`config.mk`:
```
export PLATFORM = sky130hd
export DESIGN_NAME = lr4hp_hist
export DESIGN_NICKNAME = d
export VERILOG_FILES = /design/src/hdl/lr4hp_pkg.sv /design/src/hdl/lr4hp_hist.sv
export SDC_FILE = /design/constraint.sdc
export NUM_CORES = 2
export LEC_CHECK = 0
export ABC_AREA = 1
export BUFFER_PORTS_ARGS = -buffer_cell sky130_fd_sc_hd__buf_2
export CAP_MARGIN = 0
export CORE_MARGIN = 4
export CORE_UTILIZATION = 40
export CTS_CLUSTER_SIZE = 40
export DETAILED_ROUTE_END_ITERATION = 6
export GPL_TIMING_DRIVEN = 0
export PLACE_DENSITY_LB_ADDON = 0.08
export SYNTH_ARGS = -nofsm -noshare
export SYNTH_HDL_FRONTEND = slang
export SYNTH_SLANG_ARGS = --single-unit
```
`constraint.sdc`:
```
create_clock -name i_clk -period 6.85 [get_ports i_clk]
set_input_delay 1.37 -clock i_clk [delete_from_list [all_inputs] [get_ports i_clk]]
set_output_delay 1.37 -clock i_clk [all_outputs]
set_load 0.01 [all_outputs]
```
`src/hdl/lr4hp_pkg.sv`:
```
package lr4hp_pkg;

    localparam int CHAN_W          = 3;
    localparam int COEF_BITS       = 32;
    localparam int NUM_COEFS       = 7;
    localparam int ACC_W           = 64;
    localparam int ADDR_W          = 5;
    localparam int APB_DATA_W      = 32;

    localparam int CHANNELS_DEF    = 8;
    localparam int SAMPLE_BITS_DEF = 24;
    localparam int COEF_FRAC_DEF   = 28;

    // coefficient register indexes
    typedef enum logic [2:0] {
        REG_A0 = 3'd0,
        REG_A1 = 3'd1,
        REG_A2 = 3'd2,
        REG_B1 = 3'd3,
        REG_B2 = 3'd4,
        REG_B3 = 3'd5,
        REG_B4 = 3'd6
    } t_reg_idx;

    typedef logic signed [COEF_BITS-1:0] t_coef;

    // history access for the item in the input register
    typedef struct packed {
        logic              en;
        logic [CHAN_W-1:0] chan;
    } t_hist_ctl;

endpackage

```
`src/hdl/lr4hp_hist.sv`:
```
module lr4hp_hist #(
    parameter int CHANNELS    = 8,
    parameter int SAMPLE_BITS = 24
) (
    input  logic                          i_clk,
    input  logic                          i_rst_n,
    input  lr4hp_pkg::t_hist_ctl          i_ctl,
    input  logic signed [SAMPLE_BITS-1:0] i_x,
    input  logic signed [SAMPLE_BITS-1:0] i_y,
    output logic signed [SAMPLE_BITS-1:0] o_x_hist [4],
    output logic signed [SAMPLE_BITS-1:0] o_y_hist [4]
);
    import lr4hp_pkg::*;

    localparam int IDX_W = (CHANNELS > 1) ? $clog2(CHANNELS) : 1;

    logic signed [SAMPLE_BITS-1:0] r_x [CHANNELS][4];
    logic signed [SAMPLE_BITS-1:0] r_y [CHANNELS][4];
    logic [IDX_W-1:0]              w_idx;

    assign w_idx = IDX_W'(i_ctl.chan);

    always_comb begin
        for (int k = 0; k < 4; k++) begin
            o_x_hist[k] = r_x[w_idx][k];
            o_y_hist[k] = r_y[w_idx][k];
        end
    end

    // shift one channel's delay lines, newest word at place 0
    always_ff @(posedge i_clk) begin
        if (!i_rst_n) begin
            for (int c = 0; c < CHANNELS; c++) begin
                for (int k = 0; k < 4; k++) begin
                    r_x[c][k] <= '0;
                    r_y[c][k] <= '0;
                end
            end
        end else if (i_ctl.en) begin
            r_x[w_idx][0] <= i_x;
            r_y[w_idx][0] <= i_y;
            for (int k = 1; k < 4; k++) begin
                r_x[w_idx][k] <= r_x[w_idx][k-1];
                r_y[w_idx][k] <= r_y[w_idx][k-1];
            end
        end
    end

endmodule

```
# Word-level counts from Yosys, hierarchy flattened

Memory sizes are Yosys's and may differ from the RTL's.
Index checks and enable logic that the tools add are counted.

Register bits after elaboration: 0
Memory bits (writable): 1536
Input port bits: 54
Output and inout port bits: 192
Word-level logic and storage cells: 14
Memories: 2

Multiplexer cells: 10
Reductions and logical operators: 2

Memory list:

| memory | depth | width | read ports | clocked after Yosys merged registers in | write ports | RTL line         | RTL |
|---|---|---|---|---|---|---|---|
| r_x    | 8     | 96    | 1          | 0                                       | 8           | lr4hp_hist.sv:17 | `logic signed [SAMPLE_BITS-1:0] r_x [CHANNELS][4];` |
| r_y    | 8     | 96    | 1          | 0                                       | 8           | lr4hp_hist.sv:18 | `logic signed [SAMPLE_BITS-1:0] r_y [CHANNELS][4];` |

Operator list:

| kind                | number |
|---|---|
| two-way mux 96 bit  | 2 |
| OR reduction 96 bit | 2 |
| two-way mux 1 bit   | 6 |
| two-way mux 3 bit   | 2 |

# Depth between registers and ports, before layout

Depth after elaboration: 5
Depth in mapped cells: 10
Mapped depth without buffers: 7

# Worst setup path after synthesis

OpenSTA, ideal clock, no wires.

Path type: in2reg
Start: input port i_ctl[2] in the netlist's numbering
End: memory r_x[1][0] in the netlist's numbering, enable pin
Arrival time: 5406 ps
Data required time: 5302 ps
Setup slack: -104 ps
Stages on the path: 8
Buffers on the path: 3
Cell sequence: clkbuf_2 > nor2_2 > nand2_1 > inv_1 > nand2_1 > buf_2 > buf_1 > nand2_1

RTL lines:

| element         | RTL line         | RTL |
|---|---|---|
| start, declared | lr4hp_hist.sv:7  | `input lr4hp_pkg::t_hist_ctl i_ctl,` |
| end, declared   | lr4hp_hist.sv:17 |  |

==> results.cfg <==
[route]
first_iter_violations = 6895
first_pass_iters = 6
vias_per_cell = 5.55
drc = 0
wl_per_cell_um = 27.2
drtAntennaViolNets = 0
drt-total-wl_mm = 279
vias = 56800

[worst_setup_path]
criticalPathCategory = primary input to output port
slowest_stage = clkbuf_1
crit_top_cell = nand2_1
rr_startpoint = r_y[4][65]
reg2reg_to = r_y[6][41]
worst-path-max-fanout = 10
cpPeakStageDelay_ps = 720
r2r_setup_slack_ps = 5260
cp-start-kind = primary input
r2r.worst_path.cells = 6
crit_path_end_kind = output port
worstPathRequired_ps = 5480
worst_ep_arrival_time_ps = 4120
cp_cell_sequence = buf_4 -> buf_2 -> clkbuf_1 -> nand2_1 -> nand2_1 -> nand2_1 -> nand2_1 -> buf_2

[cells_and_area]
drive_above_1_share = 0.125
fin_nets = 7807
syn_to_final_growth_pct = 14.4
final_cell_area_um2 = 80900
post-route-util = 0.460

[clock_tree]
root_buffer = clkbuf_16
clk_pin_slew_ps = 60
numCtsBuffers = 173
clkLatencyLatePin_ps = 830
post-cts-setup-buffers = 0
cts-htree-levels = 4
cts_sinks = 1536
holdBufCountCts = 0
postCtsResizedCells = 0
cts_buffer_depth = 3
cts_tree = built

[floorplanning]
die_h_um = 428
rows = 154
io_pins = 246
initial_core_util = 0.402
dieArea_um2 = 184000
die_width_um = 428
core_um2 = 176000

[synth]
syn_nets = 7364
syn_inst = 7310
syn_area_per_cell_um2 = 9.67
yosysWarnings = 0
yosysUniqueCellTypes = 20
yosys_register_bits = 1536
syn_area_um2 = 70700
ys_seq_area_frac = 0.652

[grt]
grt_pass1_wl_mm = 393
use_met3 = 0.0519
gr-usage-met2 = 0.460
grt_start_max_net_pins = 85
grt_usage = 0.295
antenna_found_initial = 14
grt_pass1_vias = 53100
grt-ovfl-total = 0
globalRouteMet1Util = 0.409
top_usage_layer = met2

[place]
place_area_um2 = 75600
gp_congestion = 0.860
io_buffer_count = 242
hpwl_mm = 189
preCtsSetupSlack_ps = 1270

[power]
swShare = 0.266
p_sw_w = 0.00586
pwr-share-clk = 0.403
leakagePower_nw = 33.6
p_int_w = 0.0162
peakVddDrop_mv = 0.247
power_w = 0.0220
seqPwrFrac = 0.494
p_per_area_nw_per_um2 = 272
p_comb_frac = 0.104

[sta]
fmax_ghz = 0.182
rsz0062_at_grt = false
setup_slack_ps = 1360
min_period_ps = 5490
fin_setup_tns_ps = 0
setup_viol = 0
drv_slew = 0
relSlewSlack = 0.263
min_period_over_period = 0.801
hold_viol_final = 0
finClkSkew_ps = 23.9
tightestPinTransition_ps = 1110

[worst_hold_path]
holdCritStartpoint = r_y[4][74]
holdPathStages = 4
hold_end = r_y[7][50]
hp-class = flop to flop

[outcome]
status = finished clean

[job]
cap_violations = 0
-- critical path: cells and delay by family --
family	cells	cell delay [ps]
and+or+nand+nor	4	960
buffers and inverters	4	1770
-- power groups by stage --
stage	combinational (W)	sequential, W	clock, W
after floorplan	0.00118	0.0111	0
after global placement	0.00219	0.0112	0
after detailed placement	0.00226	0.0111	0
after CTS	0.00227	0.0109	0.00890
after global routing	0.00243	0.0109	0.00927
final	0.00228	0.0109	0.00887
-- worst max path at each step --
stage                              end  slack [ps]  cells after the start      from
after floorplan              r_x[5][0]         -20                      7   i_rst_n
after global placement      r_x[3][12]       -6400                      7   i_rst_n
after detailed placement    r_x[2][10]        1270                     10   i_rst_n
after CTS                 o_y_hist[24]        1500                      8  i_ctl[1]
after global routing      o_y_hist[24]        1410                      8  i_ctl[1]
final                     o_y_hist[24]        1360                      8  i_ctl[1]
-- placed cells by master, fill, tap and decap left out --
master	instances
clkinv_2	25
diode_2	7
clkinv_1	46
buf_1	49
a21oi_1	1248
clkinv_8	7
inv_1	56
nand2_1	3223
nand4_2	1
nor2_1	423
bufinv_16	6
clkinvlp_4	2
nor2_2	6
clkbuf_1	160
buf_2	485
buf_16	24
buf_4	45
clkbuf_2	2
nand3_2	1
nand3_1	56
nor2_4	23
clkinv_4	1
buf_6	2
clkbuf_16	176
inv_2	3
inv_6	4
inv_16	1
o21ai_0	48
nand4_1	54
nand2_4	5
nand2_8	3
edfxtp_1	1536
buf_12	2
nand2_2	161
-- final cells by class --
| type | count | area, um^2 |
|---|---|---|
| tap | 2340 | 2930 |
| clock inverter | 92 | 671 |
| sequential | 1536 | 46100 |
| multi-input combinational | 5252 | 22200 |
| antenna | 7 | 17.5 |
| timing repair buffer | 268 | 1910 |
| clock buffer | 214 | 4550 |
| fill | 16900 | 95000 |
| inverter | 59 | 221 |
| buffer | 463 | 2230 |
-- cells by family after synthesis --
family | Yosys count | share of synthesized area
AO/OA/AOI/OAI | 1296 | 0.0917
buffers and inverters | 522 | 0.0346
flip-flops | 1536 | 0.652
AND/OR/NAND/NOR | 3956 | 0.221
-- metal layers --
layer  wire, um  vias up
li1           -    25600
met1     116000    27900
met2     127000     2727
met3      23800      496
met4      12100        2
met5         11        -
-- sequential cells by signal (all words and copies together) (netlist names) --
register	flops
r_x	768
r_y	768
-- synth_stat cells --
library cell  instances  share of area
a21oi_1            1248          0.088
buf_1                49         0.0026
buf_2               243          0.017
buf_4                45         0.0048
buf_6                 2        0.00032
clkbuf_1            123         0.0065
clkbuf_2              1       0.000071
edfxtp_1           1536           0.65
inv_1                56         0.0030
inv_2                 3        0.00016
nand2_1            3231           0.17
nand2_2             161          0.014
nand3_1              56         0.0040
nand3_2               1        0.00014
nand4_1              54         0.0048
nand4_2               1        0.00018
nor2_1              423          0.022
nor2_2                6        0.00053
nor2_4               23         0.0037
o21ai_0              48         0.0034
-- metrics by stage --
step | instances | hold slack [ps]
floorplan | 7310 | 719
global placement | 9892 | 773
detailed placement | 9918 | 784
CTS | 10200 | 795
global route | 10200 | 831
finish | 10200 | 802
Note: power is estimated with default switching activity, not from simulation.
