$ cat config.mk
export PLATFORM = sky130hd
export DESIGN_NAME = lr4hp_regs
export DESIGN_NICKNAME = d
export VERILOG_FILES = /design/src/hdl/lr4hp_pkg.sv /design/src/hdl/lr4hp_regs.sv
export SDC_FILE = /design/constraint.sdc
export NUM_CORES = 1
export LEC_CHECK = 0
export BUFFER_PORTS_ARGS = -buffer_cell sky130_fd_sc_hd__buf_2
export CORE_MARGIN = 5
export CORE_UTILIZATION = 30
export CTS_CLUSTER_SIZE = 14
export DETAILED_ROUTE_END_ITERATION = 7
export GPL_TIMING_DRIVEN = 1
export PLACE_DENSITY = 0.52
export REMOVE_ABC_BUFFERS = 1
export SLEW_MARGIN = 20
export SYNTH_ARGS = -nofsm -noshare
export SYNTH_HDL_FRONTEND = slang
export SYNTH_SLANG_ARGS = --single-unit
$ cat constraint.sdc
create_clock -name i_clk -period 4.3 [get_ports i_clk]
set_clock_uncertainty 0.15 [all_clocks]
set_input_delay 0.86 -clock i_clk [delete_from_list [all_inputs] [get_ports i_clk]]
set_output_delay 0.86 -clock i_clk [all_outputs]
set_load 0.05 [all_outputs]
$ cat src/hdl/lr4hp_pkg.sv
package lr4hp_pkg;

    localparam int CHAN_W          = 3;
    localparam int COEF_BITS       = 32;
    localparam int NUM_COEFS       = 7;
    localparam int ACC_W           = 64;
    localparam int ADDR_W          = 5;
    localparam int APB_DATA_W      = 32;

    localparam int CHANNELS_DEF    = 8;
    localparam int SAMPLE_BITS_DEF = 24;
    localparam int COEF_FRAC_DEF   = 28;

    // coefficient register indexes
    typedef enum logic [2:0] {
        REG_A0 = 3'd0,
        REG_A1 = 3'd1,
        REG_A2 = 3'd2,
        REG_B1 = 3'd3,
        REG_B2 = 3'd4,
        REG_B3 = 3'd5,
        REG_B4 = 3'd6
    } t_reg_idx;

    typedef logic signed [COEF_BITS-1:0] t_coef;

    // history access for the item in the input register
    typedef struct packed {
        logic              en;
        logic [CHAN_W-1:0] chan;
    } t_hist_ctl;

endpackage

$ cat src/hdl/lr4hp_regs.sv
module lr4hp_regs (
    input  logic                                 i_clk,
    input  logic                                 i_rst_n,
    input  logic                                 psel,
    input  logic                                 penable,
    input  logic                                 pwrite,
    input  logic [lr4hp_pkg::ADDR_W-1:0]         paddr,
    input  logic [lr4hp_pkg::APB_DATA_W-1:0]     pwdata,
    output logic [lr4hp_pkg::APB_DATA_W-1:0]     prdata,
    output logic                                 pready,
    output lr4hp_pkg::t_coef                     o_coef [lr4hp_pkg::NUM_COEFS]
);
    import lr4hp_pkg::*;

    t_coef      r_coef [NUM_COEFS];
    logic [2:0] w_idx;
    logic       w_hit;

    assign w_idx  = paddr[ADDR_W-1:2];
    assign w_hit  = (32'(w_idx) < NUM_COEFS);
    assign pready = 1'b1;
    assign prdata = w_hit ? APB_DATA_W'(r_coef[w_idx]) : '0;

    always_comb begin
        for (int k = 0; k < NUM_COEFS; k++) begin
            o_coef[k] = r_coef[k];
        end
    end

    // writes beyond the register list are dropped
    always_ff @(posedge i_clk) begin
        if (!i_rst_n) begin
            for (int k = 0; k < NUM_COEFS; k++) begin
                r_coef[k] <= '0;
            end
        end else if (psel && penable && pwrite && pready && w_hit) begin
            r_coef[w_idx] <= COEF_BITS'(pwdata);
        end
    end

endmodule

Word-level counts from Yosys, hierarchy flattened
Memories as Yosys holds them, arrays and structs flattened. Cells that the tools add are included.

Register bits after elaboration: 0. Bits in writable memories: 224. Memories kept: 1. Output and inout bits: 257. Bits of input ports: 42. Word-level logic and storage cells: 14.

Muxes and demuxes: 8. Order comparisons: 1. Reduce and logical (&&, ||, !) cells: 4.

Memories: r_coef (depth 7, width 32, read ports 8, clocked after memory_dff 0, write ports 7, line lr4hp_regs.sv:15) `t_coef r_coef [NUM_COEFS];`.

Operator list (number): $mux W32 (2); $reduce_or A32 Y1 (1); $mux W1 (5); $logic_and A1 B1 Y1 (3); $lt A3 B3 Y1 const B (1); $mux W3 (1).

Longest topological paths before layout
Gate-level depths: netlist of run 1.

Depth after elaboration: 8. Depth in mapped cells: 6. Gate-level depth less buffers: 3.

Worst setup path after synthesis of run 1
OpenSTA, ideal clock, no wires.

Kind: input port to flip-flop. Start point: input pwrite. End point: memory r_coef[4][0] (netlist bit) (enable). Data required time: 3680 ps. Arrival: 3896 ps. Slack: -216 ps. Path buffers: 2. Stages: 4. Setup time: 470 ps. Cell sequence: nand3_2 > buf_6 > clkbuf_1 > o31ai_1.

RTL lines: start: declaration (line lr4hp_regs.sv:6) `input logic pwrite,`; end: declaration (line lr4hp_regs.sv:15).

Final worst setup path of run 1
Start point: input paddr[3] (netlist bit). End point: output prdata[23] (netlist bit).

Longest elaborated chain between the ends: 2. Elaborated cells on any way between the ends: 3. Those cells by class: order compare (1); mux (1); memory (1).

Ends and longest elaborated chain: start: declaration (line lr4hp_regs.sv:7) `input logic [lr4hp_pkg::ADDR_W-1:0] paddr,`; $mem_v2 Z7 W32 or $lt A3 B3 Y1 (tied branches); $mux W32 * (line lr4hp_regs.sv:22) `assign prdata = w_hit ? APB_DATA_W'(r_coef[w_idx]) : '0;`; end: declaration (line lr4hp_regs.sv:9) `output logic [lr4hp_pkg::APB_DATA_W-1:0] prdata,`.

Mark *: on every way between the ends. The rest lies on a longest branch, timed or not.

==> results of run 1 <==
==> layout by cell type (no fill, tap or decap), types with 2 or more instances in the layout <==
cell	n
a21oi_1	32
a221oi_1	8
a221oi_2	5
and2_1	192
and3_2	2
buf_12	6
buf_2	292
buf_4	38
clkbuf_1	12
clkbuf_16	29
clkbuf_8	5
clkinv_2	3
conb_1	33
dfxtp_1	32
edfxtp_1	224
mux2i_1	89
mux4_2	12
nand2_1	2
nand2b_1	15
nand3_1	33
nor2b_1	13
nor3_4	4
o21a_1	19
o21ai_0	32
o22ai_1	38
o2bb2ai_1	13
o31ai_4	5
==> layout make-up <==
| cell class | count | share of cell area |
|---|---|---|
| Multi-Input combinational cell | 556 | 0.275 |
| Antenna cell | 1 | 0.000168 |
| Tap cell | 518 | 0.0434 |
| Clock inverter | 8 | 0.00495 |
| Inverter | 2 | 0.000503 |
| Sequential cell | 256 | 0.494 |
| Clock buffer | 46 | 0.0563 |
| Timing Repair Buffer | 337 | 0.126 |
==> routing by layer <==
layer  up-vias  GRT usage  part of all wire
met5         -          0                 0
met4         0     0.0353             0.012
met3        39     0.0434             0.080
met2       342      0.311              0.48
met1      4262      0.253              0.43
li1       3801          -                 -
==> critical path: cells and delay by family <==
kind / cells / cell delay (ps)
buffers and inverters: 3 / 1010
AOI/OAI and AO/OA: 2 / 400
and+or+nand+nor: 1 / 260
==> cells by family after synthesis <==
logic type / after synthesis / share of synthesized area
AOI/OAI and AO/OA: 153 / 0.0856
buffers and inverters: 72 / 0.0417
DFF: 256 / 0.626
muxes: 102 / 0.101
other: 2 / 0.000639
and+or+nand+nor: 268 / 0.145
==> power breakdown <==
group | internal [mW] | total, mW | switching, mW | leakage, nW
Sequential | 2.83 | 2.90 | 0.0715 | 2.39
Combinational | 0.257 | 1.13 | 0.869 | 3.16
Clock | 1.39 | 2.38 | 0.985 | 0.444
Total | 4.48 | 6.41 | 1.93 | 5.99
==> cell usage after synthesis, drive strengths merged <==
library cell	instances
o21ai	32
and3b	1
a21oi	32
dfxtp	32
mux4	13
buf	41
inv	2
edfxtp	224
clkbuf	29
and3	2
nand3	34
nand2	2
o22ai	38
nor2	1
o2bb2ai	13
o21a	19
o31ai	5
nor3	4
conb	2
and2	192
nand3b	1
or2	1
nor2b	13
a221oi	13
nor4	1
a41o	1
mux2i	89
nand2b	16
==> how the worst max path moves through the flow <==
stage | end | from
after floorplan | r_coef[0][0] | pwrite
after global placement | prdata[23] | paddr[3]
after detailed placement | prdata[23] | paddr[3]
after CTS | prdata[23] | paddr[3]
after global routing | prdata[23] | paddr[3]
final | prdata[23] | paddr[3]
==> impl_metrics.py, run 1 <==
metrics = {
    "clocking": {
        "cts_max_path_buffers": 3,
        "htreeDepth": 1,
        "clockRootBuffer": "clkbuf_16",
        "clk_pin_slew_ps": 50,
        "cts_resized": 0,
        "ctsHoldBuffers": 0,
        "post_cts_buffers": 0,
        "cts_tree": "built",
        "clock_latency_ps": 550,
        "cts_buffers": 29,
        "cts_sinks": 256,
    },
    "worst_setup_path": {
        "r2r_end": "r_coef[6][24]",
        "end_kind": "primary output",
        "path_common_cell": "buf_4",
        "cp_slowest_stage_delay_ps": 440,
        "crit_path_cell_trace": "buf_4, nand2_1, buf_4, o22ai_1, o21a_1, buf_2",
        "path_max_fanout": 28,
        "ff2ff_path_depth": 2,
        "path_class": "in -> out",
        "timing.rr.start": "r_coef[6][24]",
        "crit_required_ps": 3290,
        "regToRegSetupSlack_ps": 3390,
        "arrival_ps": 2600,
        "cp-start-kind": "primary input",
        "cp_slowest_cell": "buf_4",
    },
    "logic_synthesis": {
        "syn_area_per_cell_um2": 13.8,
        "syn_area_mm2": 0.0118,
        "yosysWarnings": 0,
        "synthCells": 853,
        "synth_top_area_cell": "edfxtp_1",
        "yosysUniqueCellTypes": 38,
        "synth-seq-cells": 256,
        "synth_top_area_share": 0.572,
        "yosysSeqAreaShare": 0.626,
        "synthTopCellsByArea": "edfxtp_1 57%, and2_1 10%, mux2i_1 7.6%, dfxtp_1 5.4%, mux4_2 2.3%",
    },
    "pwr": {
        "power_mw": 6.41,
        "p_per_area_mw_per_mm2": 429,
        "power_leakage_nw": 5.99,
        "ir_drop_uv": 365,
    },
    "drt": {
        "drt-initial-drc-count": 547,
        "drc": 0,
        "viasPerCell": 4.90,
        "via_count": 8444,
        "antenna_left": 0,
        "dr.pass1.iters": 5,
        "wl_per_cell_um": 24.4,
        "wl_um": 42100,
    },
    "min_path": {
        "min-delay-start": "r_coef[6][12]",
        "hold_class": "reg -> reg",
        "hold_end": "r_coef[6][12]",
        "min_path_cells": 2,
    },
    "place": {
        "dp.cells": 1668,
        "port_buffers": 295,
        "gp_congestion": 0.746,
        "dp_slack_ps": 649,
        "postPlaceCellArea_mm2": 0.0140,
        "dp_hpwl_um": 27800,
    },
    "timing": {
        "post-route-period-util": 0.839,
        "finalMaxSlewViolations": 0,
        "tns_ps": 0,
        "max-slew-margin-rel": 0.369,
        "rsz0062_at_grt": "no",
        "fmax_ghz": 0.277,
        "finalSetupViolations": 0,
        "tightest_slew_ps": 947,
        "fin_crit_ps": 3610,
        "worst_slack_ps": 692,
        "hold_violations": 0,
        "hold-worst-slack_ps": 342,
    },
    "layout": {
        "area_growth_pct": 26.9,
        "fin_cells": 1724,
        "regMostFlops": "r_coef",
        "final_nets": 1224,
        "final_layout_size_suffix_gt1_frac": 0.344,
        "regArea_mm2": 0.00737,
        "fillCellCount": 3800,
        "final_util": 0.385,
        "reg.largest.list": "r_coef x256",
        "multi_input_comb_area_mm2": 0.00410,
        "final_area_mm2": 0.0149,
        "largest_reg_flops": 256,
    },
    "floorplan": {
        "die_area_mm2": 0.0433,
        "ios": 299,
        "start_util": 0.304,
        "die_w_um": 208,
        "coreArea_mm2": 0.0387,
        "fp.dieH_um": 208,
        "rows": 72,
    },
    "global_route": {
        "antenna_found_initial": 2,
        "grt_pass1_wl_um": 60900,
        "grtUsageTotal": 0.187,
        "grt_overflow_total": 0,
        "grt_max_degree": 34,
        "grt_pass1_vias": 8710,
    },
    "job": {
        "drv_cap": 0,
    },
    "outcome": {
        "status": "finished clean",
    },
}
Note: power is estimated with default switching activity, not from simulation.
==> run 2, diff against run 1 <==
Clock period 4.3 ns to 3 ns, I/O delays scaled along.
==> impl_metrics.py, run 2 (synthesized netlist as in run 1, its figures left out) <==
metrics = {
    "worst_setup_path": {
        "ff2ff_path_depth": 2,
        "critical_path_buf_inv_count": 2,
        "r2r_end": "r_coef[6][25]",
        "crit_path_cell_trace": "buf_2, nor2_2, a221oi_1, buf_2",
        "path_class": "in -> out",
        "path_max_fanout": 13,
        "cp-start-kind": "primary input",
        "startpoint": "paddr[4]",
        "cpLargestDelayFamily": "simple AND/OR/NAND/NOR gates",
        "regToRegSetupSlack_ps": 2130,
        "timing.rr.start": "r_coef[6][25]",
        "crit_required_ps": 2250,
        "arrival_ps": 2170,
        "cp-endpoint": "prdata[14]",
        "cp_slowest_cell": "nor2_2",
        "cp_slowest_stage_delay_ps": 880,
        "end_kind": "primary output",
        "path_common_cell": "buf_2",
        "cp_num_cells": 4,
    },
    "min_path": {
        "min_path_cells": 3,
        "hold_class": "in -> reg",
    },
    "layout": {
        "fin_cells": 1740,
        "reg.largest.list": "r_coef x256",
        "final_nets": 1242,
        "diodes": 0,
        "layout_commonest_cell": "buf_2",
        "mostFrequentLayoutCells": "292 x buf_2, 224 x edfxtp_1, 192 x and2_1",
        "largest_reg_flops": 256,
        "regMostFlops": "r_coef",
        "area_growth_pct": 29.6,
        "final_layout_size_suffix_gt1_frac": 0.358,
    },
    "global_route": {
        "grt_overflow_total": 0,
        "grt_pass1_wl_um": 60200,
        "grt_pass1_vias": 8774,
        "grt_max_degree": 33,
        "grtUsageTotal": 0.184,
        "antenna_found_initial": 1,
    },
    "drt": {
        "dr.pass1.iters": 6,
        "antenna_left": 0,
        "drc": 0,
        "wl_per_cell_um": 23.8,
        "viasPerCell": 4.84,
        "drt-initial-drc-count": 504,
        "wl_um": 41400,
        "via_count": 8428,
    },
    "place": {
        "dp.cells": 1688,
        "port_buffers": 295,
        "dp_hpwl_um": 28800,
        "gp_congestion": 0.762,
    },
    "timing": {
        "max-slew-margin-rel": 0.250,
        "post-route-period-util": 0.973,
        "fmax_ghz": 0.343,
        "tightest_slew_ps": 1120,
        "finalMaxSlewViolations": 0,
        "hold_violations": 0,
        "fin_crit_ps": 2920,
        "finalSetupViolations": 0,
        "rsz0062_at_grt": "no",
    },
    "pwr": {
        "power_mw": 9.36,
        "clockPowerShare": 0.379,
        "switchingPower_mw": 2.76,
        "internal-power_mw": 6.60,
        "ir_drop_uv": 444,
        "seq_power_share": 0.445,
        "power_leakage_nw": 6.17,
        "p_per_area_mw_per_mm2": 614,
        "swShare": 0.295,
        "combPwrFrac": 0.176,
    },
    "clocking": {
        "cts_buffers": 28,
        "clockRootBuffer": "clkbuf_16",
        "cts_tree": "built",
        "clk_pin_slew_ps": 60,
        "post_cts_buffers": 0,
        "cts_sinks": 256,
        "htreeDepth": 1,
        "cts_resized": 0,
        "ctsHoldBuffers": 0,
        "clock_latency_ps": 540,
        "cts_max_path_buffers": 3,
    },
    "job": {
        "drv_cap": 0,
    },
    "floorplan": {
        "rows": 72,
        "die_w_um": 208,
        "coreArea_mm2": 0.0387,
        "fp.dieH_um": 208,
        "die_area_mm2": 0.0433,
        "start_util": 0.304,
        "ios": 299,
    },
    "outcome": {
        "status": "finished clean",
    },
}
run 2: cell types whose count changed in the layout (fill, tap and decap cells not counted):
cell,before,now
buf_12,6,19
buf_4,38,45
buf_6,1,0
bufinv_16,1,4
clkbuf_1,12,7
clkbuf_8,5,1
clkinv_2,3,9
clkinv_4,1,0
diode_2,1,0
inv_6,1,0
run 2: worst min path at each step:
stage	start	to	slack, ps
after CTS	pwdata[4]	r_coef[6][4]	160
after floorplan	r_coef[6][31]	r_coef[6][31]	570
after global routing	pwdata[17]	r_coef[6][17]	180
final	pwdata[17]	r_coef[6][17]	200
after detailed placement	r_coef[6][12]	r_coef[6][12]	330
after global placement	r_coef[6][10]	r_coef[6][10]	330
run 2: power by group through the flow:
stage | registers (mW) | clock network, mW | logic [mW]
4_1_cts | 4.16 | 3.66 | 1.66
5_1_grt | 4.18 | 3.81 | 1.72
2_1_floorplan | 4.78 | 0 | 0.502
6_report | 4.16 | 3.55 | 1.64
3_5_place_dp | 4.24 | 0 | 1.66
3_3_place_gp | 4.24 | 0 | 1.66
run 2: layout make-up:
cell class                      count  area (um2)
Inverter                            2        7.51
Fill cell                        3795       23500
Tap cell                          518         648
Clock buffer                       37         766
Clock inverter                     15         176
Sequential cell                   256        7370
Multi-Input combinational cell    556        4100
Timing Repair Buffer              356        2180
run 2: tightest hold or removal path, cell delays in order:
cell and delay [ps]:
buf_2 130, nand3_1 60, a21oi_1 50
run 2: stage by stage:
| stage | hold WS [ps] | area (um2) | util | setup WS (ps) | TNS (ps) |
|---|---|---|---|---|---|
| 6_report | 204 | 15200 | 0.394 | 81.0 | 0 |
| 5_1_grt | 184 | 15200 | 0.394 | 13.4 | 0 |
| 4_1_cts | 164 | 15200 | 0.394 | 23.7 | 0 |
| 3_5_place_dp | 334 | 14300 | 0.369 | 32.7 | 0 |
| 3_3_place_gp | 329 | 14300 | 0.369 | 19.6 | 0 |
| 2_1_floorplan | 567 | 11400 | - | -1370 | -223180 |
run 2: per-layer routing:
layer | routed length (um) | track usage | part of all wire | vias to the layer above
li1 | - | - | - | 3850
met1 | 17800 | 0.241 | 0.43 | 4229
met2 | 20200 | 0.317 | 0.49 | 314
met3 | 2900 | 0.0431 | 0.070 | 35
met4 | 522 | 0.0324 | 0.013 | 0
met5 | 0 | 0 | 0 | -
==> run 3, diff against run 2 <==
Settings changed: MAX_ROUTING_LAYER set to met4, RECOVER_POWER set to 50.
==> impl_metrics.py, run 3 (synthesized netlist as in run 1, its figures left out) <==
metrics = {
    "outcome": {
        "status": "finished clean",
    },
    "floorplan": {
        "start_util": 0.304,
        "coreArea_mm2": 0.0387,
        "fp.dieH_um": 208,
        "rows": 72,
        "die_area_mm2": 0.0433,
        "die_w_um": 208,
        "ios": 299,
    },
    "place": {
        "dp_hpwl_um": 28800,
        "port_buffers": 295,
        "gp_congestion": 0.772,
        "dp_slack_ps": 32.7,
    },
    "worst_setup_path": {
        "arrival_ps": 2170,
        "end_kind": "primary output",
        "path_max_fanout": 13,
        "r2r_end": "r_coef[6][20]",
        "path_class": "in -> out",
        "crit_required_ps": 2250,
        "ff2ff_path_depth": 2,
        "timing.rr.start": "r_coef[6][20]",
        "regToRegSetupSlack_ps": 2110,
        "cp-start-kind": "primary input",
    },
    "timing": {
        "rsz0062_at_grt": "no",
        "post-route-period-util": 0.973,
        "finalSetupViolations": 0,
        "max-slew-margin-rel": 0.139,
        "worst_slack_ps": 80.4,
        "tightest_slew_ps": 1290,
        "hold-worst-slack_ps": 205,
        "fmax_ghz": 0.343,
        "hold_violations": 0,
        "finalMaxSlewViolations": 0,
        "fin_crit_ps": 2920,
    },
    "layout": {
        "final_layout_size_suffix_gt1_frac": 0.318,
        "diodes": 0,
        "regMostFlops": "r_coef",
        "area_growth_pct": 27.7,
        "reg.largest.list": "r_coef x256",
        "layout_commonest_cell": "buf_2",
        "final_nets": 1242,
        "largest_reg_flops": 256,
        "mostFrequentLayoutCells": "259 x buf_2, 224 x edfxtp_1, 126 x and2_1",
    },
    "drt": {
        "antenna_left": 0,
        "via_count": 8398,
        "wl_um": 41400,
        "wl_per_cell_um": 23.8,
        "drc": 0,
        "viasPerCell": 4.83,
        "drt-initial-drc-count": 541,
        "dr.pass1.iters": 5,
    },
    "global_route": {
        "grt_overflow_total": 0,
        "grt_max_degree": 33,
        "met1_usage": 0.243,
        "grt-busiest-layer": "met2",
        "grt_pass1_wl_um": 60200,
        "antenna_found_initial": 1,
        "grt_util_met3": 0.0396,
        "grt_pass1_vias": 8770,
        "grtUsageTotal": 0.189,
        "grtUsageMet2": 0.317,
    },
    "pwr": {
        "p_per_area_mw_per_mm2": 622,
        "ir_drop_uv": 427,
        "power_leakage_nw": 5.92,
        "power_mw": 9.34,
    },
    "job": {
        "drv_cap": 0,
    },
    "clocking": {
        "htreeDepth": 1,
        "cts_max_path_buffers": 3,
        "cts_tree": "built",
        "cts_buffers": 28,
        "clk_pin_slew_ps": 60,
        "clock_latency_ps": 540,
        "cts_resized": 0,
        "clockRootBuffer": "clkbuf_16",
        "ctsHoldBuffers": 0,
        "cts_sinks": 256,
        "post_cts_buffers": 0,
    },
    "min_path": {
        "min-delay-start": "pwdata[3]",
        "hold_end": "r_coef[6][3]",
        "min_path_cells": 3,
        "hold_class": "in -> reg",
    },
}
run 3: final cells by class:
| class | instances | area, um2 |
|---|---|---|
| clock inverter | 15 | 176 |
| clock buffer | 37 | 766 |
| timing repair buffer | 356 | 2050 |
| fill | 3829 | 23700 |
| inverter | 2 | 7.51 |
| multi-input combinational | 556 | 4000 |
| sequential | 256 | 7370 |
| tap | 518 | 648 |
run 3: per-stage QoR:
| stage | util | area (um2) | TNS (ps) | cells |
|---|---|---|---|---|
| global placement | 0.369 | 14300 | 0 | 1688 |
| floorplan | - | 11400 | -223180 | 814 |
| CTS | 0.394 | 15200 | 0 | 1740 |
| detailed placement | 0.369 | 14300 | 0 | 1688 |
| finish | 0.388 | 15000 | 0 | 1740 |
| global route | 0.388 | 15000 | 0 | 1740 |
run 3: worst max-delay path, stage by stage:
cell and delay, ps:
buf_2 170, nor2_2 870, a221oi_1 230, buf_2 280
run 3: worst max-delay path by stage:
stage	start	to	cells after the start
detailed placement	paddr[4]	prdata[14]	4
finish	paddr[4]	prdata[14]	4
global placement	paddr[4]	prdata[0]	4
CTS	paddr[4]	prdata[14]	4
floorplan	pwrite	r_coef[0][0]	2
global route	paddr[4]	prdata[21]	4
run 3: per-layer routing:
| metal | wire length (um) | share of wire |
|---|---|---|
| met5 | 0 | 0 |
| met3 | 2740 | 0.066 |
| met1 | 18100 | 0.44 |
| met4 | 557 | 0.013 |
| met2 | 20000 | 0.48 |
run 3: power breakdown:
| part | switching [mW] | leakage, nW | internal (mW) | total [mW] |
|---|---|---|---|---|
| clock network | 1.42 | 0.466 | 2.13 | 3.56 |
| logic | 1.23 | 3.06 | 0.388 | 1.62 |
| registers | 0.109 | 2.39 | 4.06 | 4.17 |
| total | 2.76 | 5.92 | 6.58 | 9.34 |
